File: src/design/assert_macros.svh
// Assertion macros shared by the replay window unit RTL.
// No dependencies; included by the files that carry assertions.
`ifndef ASSERT_MACROS_SVH
`define ASSERT_MACROS_SVH

// Checks a property on every rising clock edge outside reset.
`define SRTPRW_ASSERT(lbl, clk, rst, prop, msg) \
   lbl: assert property (@(posedge clk) disable iff (rst) (prop)) else $error(msg);

// Checks that a condition is followed in the next cycle by a consequence.
`define SRTPRW_ASSERT_NEXT(lbl, clk, rst, ante, cons, msg) \
   lbl: assert property (@(posedge clk) disable iff (rst) (ante) |=> (cons)) else $error(msg);

`endif

File: src/design/srtprw_pkg.sv
// Package for the SRTP index replay window unit: widths, verdict codes and types.
// No dependencies; used by all modules of the unit.
package srtprw_pkg;

   localparam int SEQ_W   = 16;
   localparam int ROC_W   = 32;
   localparam int INDEX_W = SEQ_W + ROC_W;

   localparam logic [SEQ_W-1:0] SEQ_HALF = 16'h8000;

   typedef logic [1:0] verdict_type;

   localparam verdict_type VERDICT_NEW   = 2'd0;
   localparam verdict_type VERDICT_FRESH = 2'd1;
   localparam verdict_type VERDICT_DUP   = 2'd2;
   localparam verdict_type VERDICT_OLD   = 2'd3;

   typedef struct packed {
      logic               have;
      logic [INDEX_W-1:0] highest;
   } track_type;

endpackage

File: src/design/srtprw_roc_est.sv
// Rollover counter estimator: forms the 48-bit packet index from a sequence number.
// Depends on srtprw_pkg for widths, the half-range constant and the tracking struct.
module srtprw_roc_est (
   input  srtprw_pkg::track_type                   track,
   input  logic                                    new_source,
   input  logic [srtprw_pkg::SEQ_W-1:0]            sequence_req,
   output logic [srtprw_pkg::INDEX_W-1:0]          packet_index
);

   logic [srtprw_pkg::ROC_W-1:0] roc;
   logic [srtprw_pkg::ROC_W-1:0] roc_guess;
   logic [srtprw_pkg::SEQ_W-1:0] hs;
   logic [srtprw_pkg::SEQ_W:0]   hs_plus_half;

   always_comb begin
      roc          = track.highest[srtprw_pkg::INDEX_W-1:srtprw_pkg::SEQ_W];
      hs           = track.highest[srtprw_pkg::SEQ_W-1:0];
      hs_plus_half = {1'b0, hs} + {1'b0, srtprw_pkg::SEQ_HALF};
      roc_guess    = roc;
      if (hs < srtprw_pkg::SEQ_HALF) begin
         if (({1'b0, sequence_req} > hs_plus_half) && (roc != '0)) begin
            roc_guess = roc - srtprw_pkg::ROC_W'(1);
         end
      end else if (sequence_req < (hs - srtprw_pkg::SEQ_HALF)) begin
         roc_guess = roc + srtprw_pkg::ROC_W'(1);
      end
      if (!track.have || new_source) begin
         packet_index = {{srtprw_pkg::ROC_W{1'b0}}, sequence_req};
      end else begin
         packet_index = {roc_guess, sequence_req};
      end
   end

endmodule

File: src/design/srtprw_window.sv
// Replay window: highest index, sliding seen-bitmap and the per-item verdict.
// Depends on srtprw_pkg and on assert_macros.svh for its checks.
`include "assert_macros.svh"

module srtprw_window #(
   parameter int WINDOW = 64
) (
   input  logic                                 clock,
   input  logic                                 reset,
   input  logic                                 update,
   input  logic                                 new_source,
   input  logic [srtprw_pkg::INDEX_W-1:0]       packet_index,
   output srtprw_pkg::track_type                track,
   output srtprw_pkg::verdict_type              verdict
);

   localparam int SHW = (WINDOW > 1) ? $clog2(WINDOW) : 1;

   logic                            have_ff;
   logic                            have_in;
   logic [srtprw_pkg::INDEX_W-1:0]  highest_ff;
   logic [srtprw_pkg::INDEX_W-1:0]  highest_in;
   logic [WINDOW-1:0]               window_ff;
   logic [WINDOW-1:0]               window_in;

   logic                            have_cur;
   logic [srtprw_pkg::INDEX_W-1:0]  highest_cur;
   logic [WINDOW-1:0]               window_cur;
   logic [srtprw_pkg::INDEX_W-1:0]  advance;
   logic [srtprw_pkg::INDEX_W-1:0]  age;
   logic [WINDOW-1:0]               age_mask;

   always_comb begin
      have_cur    = have_ff && !new_source;
      highest_cur = new_source ? '0 : highest_ff;
      window_cur  = new_source ? '0 : window_ff;
      advance     = packet_index - highest_cur;
      age         = highest_cur - packet_index;
      age_mask    = WINDOW'(1) << age[SHW-1:0];
      have_in     = have_cur;
      highest_in  = highest_cur;
      window_in   = window_cur;
      if (!have_cur) begin
         have_in    = 1'b1;
         highest_in = packet_index;
         window_in  = WINDOW'(1);
         verdict    = srtprw_pkg::VERDICT_NEW;
      end else if (packet_index > highest_cur) begin
         highest_in = packet_index;
         if (advance >= srtprw_pkg::INDEX_W'(WINDOW)) begin
            window_in = WINDOW'(1);
         end else begin
            window_in = (window_cur << advance[SHW-1:0]) | WINDOW'(1);
         end
         verdict = srtprw_pkg::VERDICT_NEW;
      end else if (age >= srtprw_pkg::INDEX_W'(WINDOW)) begin
         verdict = srtprw_pkg::VERDICT_OLD;
      end else if ((window_cur & age_mask) != '0) begin
         verdict = srtprw_pkg::VERDICT_DUP;
      end else begin
         window_in = window_cur | age_mask;
         verdict   = srtprw_pkg::VERDICT_FRESH;
      end
   end

   always_ff @(posedge clock) begin
      if (reset) begin
         have_ff    <= 1'b0;
         highest_ff <= '0;
         window_ff  <= '0;
      end else if (update) begin
         have_ff    <= have_in;
         highest_ff <= highest_in;
         window_ff  <= window_in;
      end
   end

   assign track.have    = have_ff;
   assign track.highest = highest_ff;

   `SRTPRW_ASSERT(a_highest_marked, clock, reset, !have_ff || window_ff[0], "highest index not marked as seen")
   `SRTPRW_ASSERT_NEXT(a_new_moves_highest, clock, reset, update && (verdict == srtprw_pkg::VERDICT_NEW), have_ff && (highest_ff == $past(packet_index)), "new highest not stored")
   `SRTPRW_ASSERT_NEXT(a_reject_keeps_state, clock, reset, update && !new_source && ((verdict == srtprw_pkg::VERDICT_DUP) || (verdict == srtprw_pkg::VERDICT_OLD)), $stable(highest_ff) && $stable(window_ff), "rejected item changed the window")

endmodule

File: src/design/srtp_index_replay_window_unit.sv
// SRTP index replay window unit, top level.
// Uses srtprw_pkg, srtprw_roc_est, srtprw_window and assert_macros.svh.
//
// The req channel carries one item per authenticated packet: its 16-bit
// sequence number and a new_source flag that clears all index and window
// state before the packet is handled. The rsp channel returns one item per
// request: accepted, the estimated 48-bit packet index and a 2-bit verdict
// (new highest, fresh inside the window, duplicate, too old).
// An accepted request is held in an input register; once the output register
// is free, the index estimate and the window check run in one pass and the
// result lands in the output register, from which it is offered.
// One item per cycle is sustained while rsp_stall stays low; the limit is the
// path of the 48-bit compare and the bitmap shift between the input
// register and the window state.
// When rsp_stall holds a waiting result, the item in the input register waits
// and req_stall rises; no item is lost or repeated. Synchronous reset empties
// both registers and clears the window state, as for a new source.
`include "assert_macros.svh"

module srtp_index_replay_window_unit #(
   parameter int WINDOW = 64
) (
   input  logic                                 clock,
   input  logic                                 reset,
   input  logic                                 req_valid,
   output logic                                 req_stall,
   input  logic [srtprw_pkg::SEQ_W-1:0]         req_sequence_req,
   input  logic                                 req_new_source,
   output logic                                 rsp_valid,
   input  logic                                 rsp_stall,
   output logic                                 rsp_accepted,
   output logic [srtprw_pkg::INDEX_W-1:0]       rsp_packet_index,
   output logic [1:0]                           rsp_verdict
);

   logic                            s1_valid_ff;
   logic                            s1_valid_in;
   logic [srtprw_pkg::SEQ_W-1:0]    s1_seq_ff;
   logic                            s1_new_ff;
   logic                            out_valid_ff;
   logic                            out_valid_in;
   logic                            out_accepted_ff;
   logic [srtprw_pkg::INDEX_W-1:0]  out_index_ff;
   srtprw_pkg::verdict_type         out_verdict_ff;

   logic                            out_free;
   logic                            advance;
   logic                            take_req;
   srtprw_pkg::track_type           track;
   srtprw_pkg::verdict_type         verdict;
   logic [srtprw_pkg::INDEX_W-1:0]  packet_index;

   assign out_free  = !out_valid_ff || !rsp_stall;
   assign advance   = s1_valid_ff && out_free;
   assign req_stall = s1_valid_ff && !out_free;
   assign take_req  = req_valid && !req_stall;

   assign s1_valid_in  = take_req || (s1_valid_ff && !advance);
   assign out_valid_in = advance || (out_valid_ff && rsp_stall);

   srtprw_roc_est u_roc_est (
      .track        (track),
      .new_source   (s1_new_ff),
      .sequence_req (s1_seq_ff),
      .packet_index (packet_index)
   );

   srtprw_window #(
      .WINDOW (WINDOW)
   ) u_window (
      .clock        (clock),
      .reset        (reset),
      .update       (advance),
      .new_source   (s1_new_ff),
      .packet_index (packet_index),
      .track        (track),
      .verdict      (verdict)
   );

   always_ff @(posedge clock) begin
      if (reset) begin
         s1_valid_ff  <= 1'b0;
         out_valid_ff <= 1'b0;
      end else begin
         s1_valid_ff  <= s1_valid_in;
         out_valid_ff <= out_valid_in;
      end
   end

   always_ff @(posedge clock) begin
      if (take_req) begin
         s1_seq_ff <= req_sequence_req;
         s1_new_ff <= req_new_source;
      end
      if (advance) begin
         out_accepted_ff <= (verdict == srtprw_pkg::VERDICT_NEW) ||
                            (verdict == srtprw_pkg::VERDICT_FRESH);
         out_index_ff    <= packet_index;
         out_verdict_ff  <= verdict;
      end
   end

   assign rsp_valid        = out_valid_ff;
   assign rsp_accepted     = out_accepted_ff;
   assign rsp_packet_index = out_index_ff;
   assign rsp_verdict      = out_verdict_ff;

   `SRTPRW_ASSERT_NEXT(a_advance_fills_out, clock, reset, advance, out_valid_ff, "processed item did not reach the output register")
   `SRTPRW_ASSERT(a_stall_only_when_busy, clock, reset, !req_stall || (s1_valid_ff && out_valid_ff), "input stalled while a stage was free")
   `SRTPRW_ASSERT_NEXT(a_verdict_matches_accept, clock, reset, advance, rsp_accepted == ((rsp_verdict == srtprw_pkg::VERDICT_NEW) || (rsp_verdict == srtprw_pkg::VERDICT_FRESH)), "accepted flag disagrees with verdict")

endmodule

File: config.mk
export PLATFORM = sky130hd
export DESIGN_NAME = srtp_index_replay_window_unit
export DESIGN_NICKNAME = d
export VERILOG_FILES = /design/src/design/srtprw_pkg.sv /design/src/design/srtprw_roc_est.sv /design/src/design/srtprw_window.sv /design/src/design/srtp_index_replay_window_unit.sv
export VERILOG_INCLUDE_DIRS = /design/src /design/src/design
export SDC_FILE = /design/constraint.sdc
export NUM_CORES = 1
export LEC_CHECK = 0
export BUFFER_PORTS_ARGS = -buffer_cell sky130_fd_sc_hd__buf_2
export CELL_PAD_IN_SITES_DETAIL_PLACEMENT = 1
export CELL_PAD_IN_SITES_GLOBAL_PLACEMENT = 1
export CORE_UTILIZATION = 30
export DETAILED_ROUTE_END_ITERATION = 10
export GPL_ROUTABILITY_DRIVEN = 1
export PLACE_DENSITY_LB_ADDON = 0.1
export SLEW_MARGIN = 10
export SYNTH_ARGS = -nofsm -noshare
export SYNTH_HDL_FRONTEND = slang
export SYNTH_SLANG_ARGS = --single-unit
File: constraint.sdc
create_clock -name clock -period 9.4 [get_ports clock]
set_input_delay 0 -clock clock [delete_from_list [all_inputs] [get_ports clock]]
set_output_delay 0 -clock clock [all_outputs]
set_load 0.05 [all_outputs]
==> impl_metrics.yaml, run 1 <==
run_status:
  status: "finished, final reports clean"
clock_tree:
  cts_sinks: 183
  path_clk_slew_ns: 0.09
  htreeDepth: 4
  numCtsBuffers: 17
  cts_tree: "done"
  clockBufferDepth: 2
  clk_latency_ns: 0.50
  cts-root-buf: "clkbuf_16"
grt:
  grt_pass1_wl_mm: 151
  grt_max_degree: 76
  track_usage_pct: 28.7
  grt_pass1_vias: 22100
  grt_overflow: 0
  grt_antenna_before_repair: 2
layout:
  utilization_pct: 33.4
  nFillCells: 8169
  final_common_cell: "nand2_1"
  syn_to_final_growth_pct: 9.81
  drive_above_1_share_pct: 9.51
  final_nets: 2881
  multi_input_area_um2: 15000
  final_cell_mix: "344 x nand2_1, 270 x a21oi_1, 227 x nor2_1"
  seqCellArea_um2: 4340
route:
  via_count: 22900
  ant_nets: 0
  first_iter_violations: 2310
  firstDrtPassIters: 5
  drt_wl_total_mm: 102
  drc: 0
  viasPerCell: 6.31
  wl_per_cell_um: 28.0
synthesis:
  ys_ff_latch: 183
  synth_fp_nets: 2936
  yosysSeqAreaShare_pct: 21.2
  synth_area_per_cell_um2: 7.32
  synthesis.area_um2: 20500
  syn_inst: 2798
  synth_edf_count: 68
  synth.distinct_cells: 84
  synth_flop_cell: "dfxtp_1"
  synthArstFlopShare_pct: 0
  yosys_warnings: 0
pwr:
  leakagePower_nw: 8.79
  peakVddDrop_v: 0.000148
  powerDensity_nw_per_um2: 106
place:
  hpwlAfterDp_mm: 78.3
  gp_congestion: 0.981
  port_buffers: 73
sta:
  fmax_ghz: 0.113
  rsz0062_at_grt: "false"
  finalSetupTns_ns: 0
  whs_ns: 0.0505
  post-route-period-util_pct: 94.6
  drv_slew: 0
  fin_skew_ns: 0.0194
  slew_headroom_pct: 19.0
  worstMarginPinSlew_ns: 1.20
  fin_crit_ns: 8.89
  hold_violations: 0
  finalSetupViolCount: 0
critical_path:
  crit_required_ns: 9.84
  startpoint_type: "flip-flop"
  arrival_ns: 9.33
  cp_max_fo: 20
  r2r_slack_ns: 0.51
  rr_worst_depth: 27
  critPathMaxStageDelay_ns: 0.65
  cp-end-kind: "flip-flop"
  critPathMostFrequentCell: "or4_1"
  critical_path_class: "reg -> reg"
  critical_path.slowest_cell: "ha_1"
run:
  cap_viol_max_count: 0
floorplan:
  die_w_um: 263
  core_um2: 67400
  fp-row-count: 95
  die_y_um: 263
  ios: 74
  dieArea_um2: 69300
  initial_core_util_pct: 30.4
hold_path:
  worstHoldPathType: "in -> reg"
  whs_path_depth: 2
-- worst max-delay path, delay by kind of cell, from the launching register on --
| kind | cells | cell delay (ns) |
|---|---|---|
| AO/OA/AOI/OAI | 4 | 0.69 |
| XOR/XNOR | 1 | 0.17 |
| adder cells (fa/ha/maj) | 1 | 0.65 |
| flip-flops | 1 | 0.39 |
| AND/OR/NAND/NOR | 18 | 6.00 |
| buffers and inverters | 3 | 0.88 |
-- cell usage after synthesis (41+ instances only) --
master	instances	area (µm²)
nor2_1	229	860
a21o_1	41	308
a221oi_1	64	561
edfxtp_1	68	2040
ha_1	115	1440
a21oi_1	273	1370
dfxtp_1	115	2300
nor3_1	65	325
mux2i_1	66	661
o21ai_0	224	1120
xnor2_1	60	526
nand4_1	67	419
nand2_1	346	1300
a211oi_1	70	526
inv_1	130	488
clkbuf_1	189	709
nand3_1	105	526
o211ai_1	45	338
mux4_2	50	1130
-- power by group --
part           internal, mW  switching (mW)  leakage, nW  total [mW]
combinational         0.225           0.554         6.94       0.779
clock                 0.350           0.395        0.267       0.745
sequential            0.842          0.0199         1.58       0.862
-- logic make-up after synthesis --
family                   Yosys count  synth area share [%]
flip-flops                       183                  21.2
AO/OA/AOI/OAI                    931                  29.0
adder cells (fa/ha/maj)          117                  7.22
multiplexers                     122                  9.05
buffers and inverters            355                  6.64
AND/OR/NAND/NOR                 1002                  23.1
XOR/XNOR                          88                  3.76
-- metal layers --
metal / global-route usage [%] / up-vias / share of wire [%]
met5: 0 / - / 0
li1: - / 10300 / -
met2: 42.1 / 939 / 42
met3: 5.14 / 129 / 7.9
met4: 7.73 / 0 / 2.2
met1: 42.6 / 11600 / 48
-- final cells by class --
type                       instances  area share [%]
clock inverter                    14           0.595
sequential                       183            19.3
inverter                         132            2.22
tap                              873            4.86
clock buffer                      18            1.91
multi-input combinational       2260            66.6
timing repair buffer             149            4.45
antenna                            2          0.0222
-- worst paths after layout --
kind / start / end
max: u_window.highest_ff[31]$_SDFFE_PP0P_ / u_window.window_ff[10]$_SDFFE_PP0P_
min: reset / u_window.highest_ff[14]$_SDFFE_PP0P_
max reg2reg: u_window.highest_ff[31]$_SDFFE_PP0P_ / u_window.window_ff[10]$_SDFFE_PP0P_
min reg2reg: u_window.highest_ff[12]$_SDFFE_PP0P_ / u_window.highest_ff[12]$_SDFFE_PP0P_
-- registers in the layout (all words and copies together) (netlist names) --
name	cells
u_window.highest_ff	48
rsp_verdict	2
rsp_accepted	1
u_window.have_ff	1
s1_valid_ff	1
s1_seq_ff	16
u_window.window_ff	64
rsp_packet_index	48
s1_new_ff	1
rsp_valid	1
-- per-stage QoR --
| step | worst slack (ns) | area [µm²] | instances | power, mW |
|---|---|---|---|---|
| 2_1_floorplan | 2.16 | 20500 | 2798 | 1.37 |
| 5_1_grt | 0.0428 | 22500 | 3629 | 2.49 |
| 6_report | 0.511 | 22500 | 3631 | 2.39 |
| 3_3_place_gp | 0.500 | 21700 | 3577 | 1.63 |
| 3_5_place_dp | 0.429 | 21700 | 3577 | 1.64 |
| 4_1_cts | 0.381 | 22500 | 3629 | 2.39 |
-- timing repair --
action / CTS / global route
endpoints found under the setup margin: 0 / 37
resized for setup: 0 / 3
buffers inserted: 0 / 0
hold buffers: 20 / 0
hold endpoints to repair: 19 / 0
(Power assumes the default switching activity.)
==> run 2: changes to the inputs <==
==> constraint.sdc (replaced) <==
create_clock -name clock -period 8 [get_ports clock]
set_input_delay 0 -clock clock [delete_from_list [all_inputs] [get_ports clock]]
set_output_delay 0 -clock clock [all_outputs]
set_load 0.05 [all_outputs]
==> run 2 against run 1 <==
Compared with the run above: total power increased by 19%; critical endpoint is now u_window.window_ff[31]$_SDFFE_PP0P_; register-to-register slack worse by 0.17 ns; clock power is 21% higher; fmax is 16% higher; largest power group unchanged; clock skew is 0.0026 ns higher.
==> impl_metrics.yaml, run 2 (same netlist as run 1, synthesis figures left out) <==
route:
  via_count: 23100
  firstDrtPassIters: 5
  viasPerCell: 6.24
  drc: 0
  first_iter_violations: 2212
  ant_nets: 0
  drt_wl_total_mm: 107
  wl_per_cell_um: 28.8
layout:
  final_nets: 2959
  drive_above_1_share_pct: 12.7
  nFillCells: 8153
  final_cell_mix: "344 x nand2_1, 268 x a21oi_1, 224 x nor2_1"
  top_register: "u_window.window_ff"
  largest_reg_flops: 64
  utilization_pct: 34.5
  final_common_cell: "nand2_1"
  syn_to_final_growth_pct: 13.4
critical_path:
  cp_max_fo: 16
  critPathMostFrequentCell: "buf_4"
  critical_path_class: "reg -> reg"
  arrival_ns: 8.07
  critPathMaxStageDelay_ns: 0.64
  critical_path.slowest_cell: "a211oi_1"
  crit_required_ns: 8.41
  startpoint_type: "flip-flop"
  cp-end-kind: "flip-flop"
sta:
  fin_skew_ns: 0.0220
  hold_violations: 0
  fin_crit_ns: 7.66
  drv_slew: 0
  rsz0062_at_grt: "false"
  post-route-period-util_pct: 95.7
  finalSetupViolCount: 0
  whs_ns: 0.0423
  fmax_ghz: 0.131
  worstMarginPinSlew_ns: 1.14
  slew_headroom_pct: 22.0
grt:
  grt_pass1_vias: 22900
  grt_pass1_wl_mm: 157
  grt_antenna_before_repair: 3
  grt_max_degree: 74
  track_usage_pct: 30.3
  grt_overflow: 0
floorplan:
  initial_core_util_pct: 30.4
  die_y_um: 263
  core_um2: 67400
  dieArea_um2: 69300
  die_w_um: 263
  fp-row-count: 95
  ios: 74
clock_tree:
  htreeDepth: 4
  clockBufferDepth: 2
  cts-root-buf: "clkbuf_16"
  cts_sinks: 183
  clk_latency_ns: 0.52
  path_clk_slew_ns: 0.08
  cts_tree: "done"
  numCtsBuffers: 17
place:
  hpwlAfterDp_mm: 82.4
  port_buffers: 73
  gp_congestion: 0.993
pwr:
  peakVddDrop_v: 0.000136
  total_power_mw: 2.85
  powerDensity_nw_per_um2: 123
  leakagePower_nw: 9.19
hold_path:
  worstHoldPathType: "in -> reg"
run_status:
  status: "finished, final reports clean"
run:
  cap_viol_max_count: 0
-- run 2: cell types whose count changed in the layout (fill, tap and decap cells not counted), sizes merged --
cell    previous run  this run
buf              129       207
clkinv             5         6
clkbuf            18        17
-- run 2: per-stage QoR --
stage	TNS, ns	std cells	instance area [µm²]	setup WS, ns
floorplan	0	2798	20500	0.760
global placement	-0.0227	3650	22300	-0.0110
detailed placement	-3.88	3650	22300	-0.168
CTS	0	3704	23100	0.0614
global route	0	3707	23200	0.00636
finish	0	3709	23200	0.340
-- run 2: where the power goes --
group / switching, mW / internal, mW / total [mW]
Sequential: 0.0219 / 0.989 / 1.01
Combinational: 0.657 / 0.276 / 0.933
Clock: 0.494 / 0.411 / 0.905
Total: 1.17 / 1.68 / 2.85
-- run 2: path summary, 6_finish.rpt --
check	depth (start not counted)	startpoint	endpoint	slack, ns
setup / recovery	27	u_window.highest_ff[31]$_SDFFE_PP0P_	u_window.window_ff[31]$_SDFFE_PP0P_	0.34
hold / removal	2	reset	rsp_valid$_SDFF_PP0_	0.04
setup reg to reg	27	u_window.highest_ff[31]$_SDFFE_PP0P_	u_window.window_ff[31]$_SDFFE_PP0P_	0.34
hold reg to reg	2	u_window.highest_ff[2]$_SDFFE_PP0P_	u_window.highest_ff[2]$_SDFFE_PP0P_	0.48
-- run 2: what timing repair did --
| action | 4_1_cts | 5_1_grt |
|---|---|---|
| hold buffers | 20 | 0 |
| pin swaps | 0 | 2 |
| gates resized for setup | 6 | 21 |
| hold endpoints to repair | 19 | 0 |
| setup buffers | 2 | 3 |
| endpoints found under the setup margin | 50 | 77 |
-- run 2: routing by layer --
| layer | GRT usage [%] | share of wire (%) | up-vias |
|---|---|---|---|
| li1 | - | - | 10400 |
| met1 | 44.4 | 48 | 11700 |
| met2 | 45.3 | 42 | 892 |
| met3 | 6.02 | 7.9 | 103 |
| met4 | 7.02 | 1.9 | 6 |
| met5 | 0 | 0.027 | - |
-- run 2: cell type report --
| type | count | area [µm²] | area share [%] |
|---|---|---|---|
| Timing Repair Buffer | 227 | 1660 | 7.15 |
| Multi-Input combinational cell | 2260 | 15100 | 64.9 |
| Tap cell | 873 | 1090 | 4.70 |
| Sequential cell | 183 | 4340 | 18.7 |
| Clock inverter | 15 | 136 | 0.587 |
| Antenna cell | 2 | 5.00 | 0.0215 |
| Clock buffer | 17 | 425 | 1.83 |
| Inverter | 132 | 499 | 2.15 |
-- run 2: worst max-delay path, delay by kind of cell (launching register included) --
kind,cells,cell delay [ns]
DFF,1,0.32
buffers and inverters,4,0.84
and+or+nand+nor,11,3.04
xor gates and xnor gates,2,0.38
AOI/OAI and AO/OA,9,2.52
adders and majority gates,1,0.43
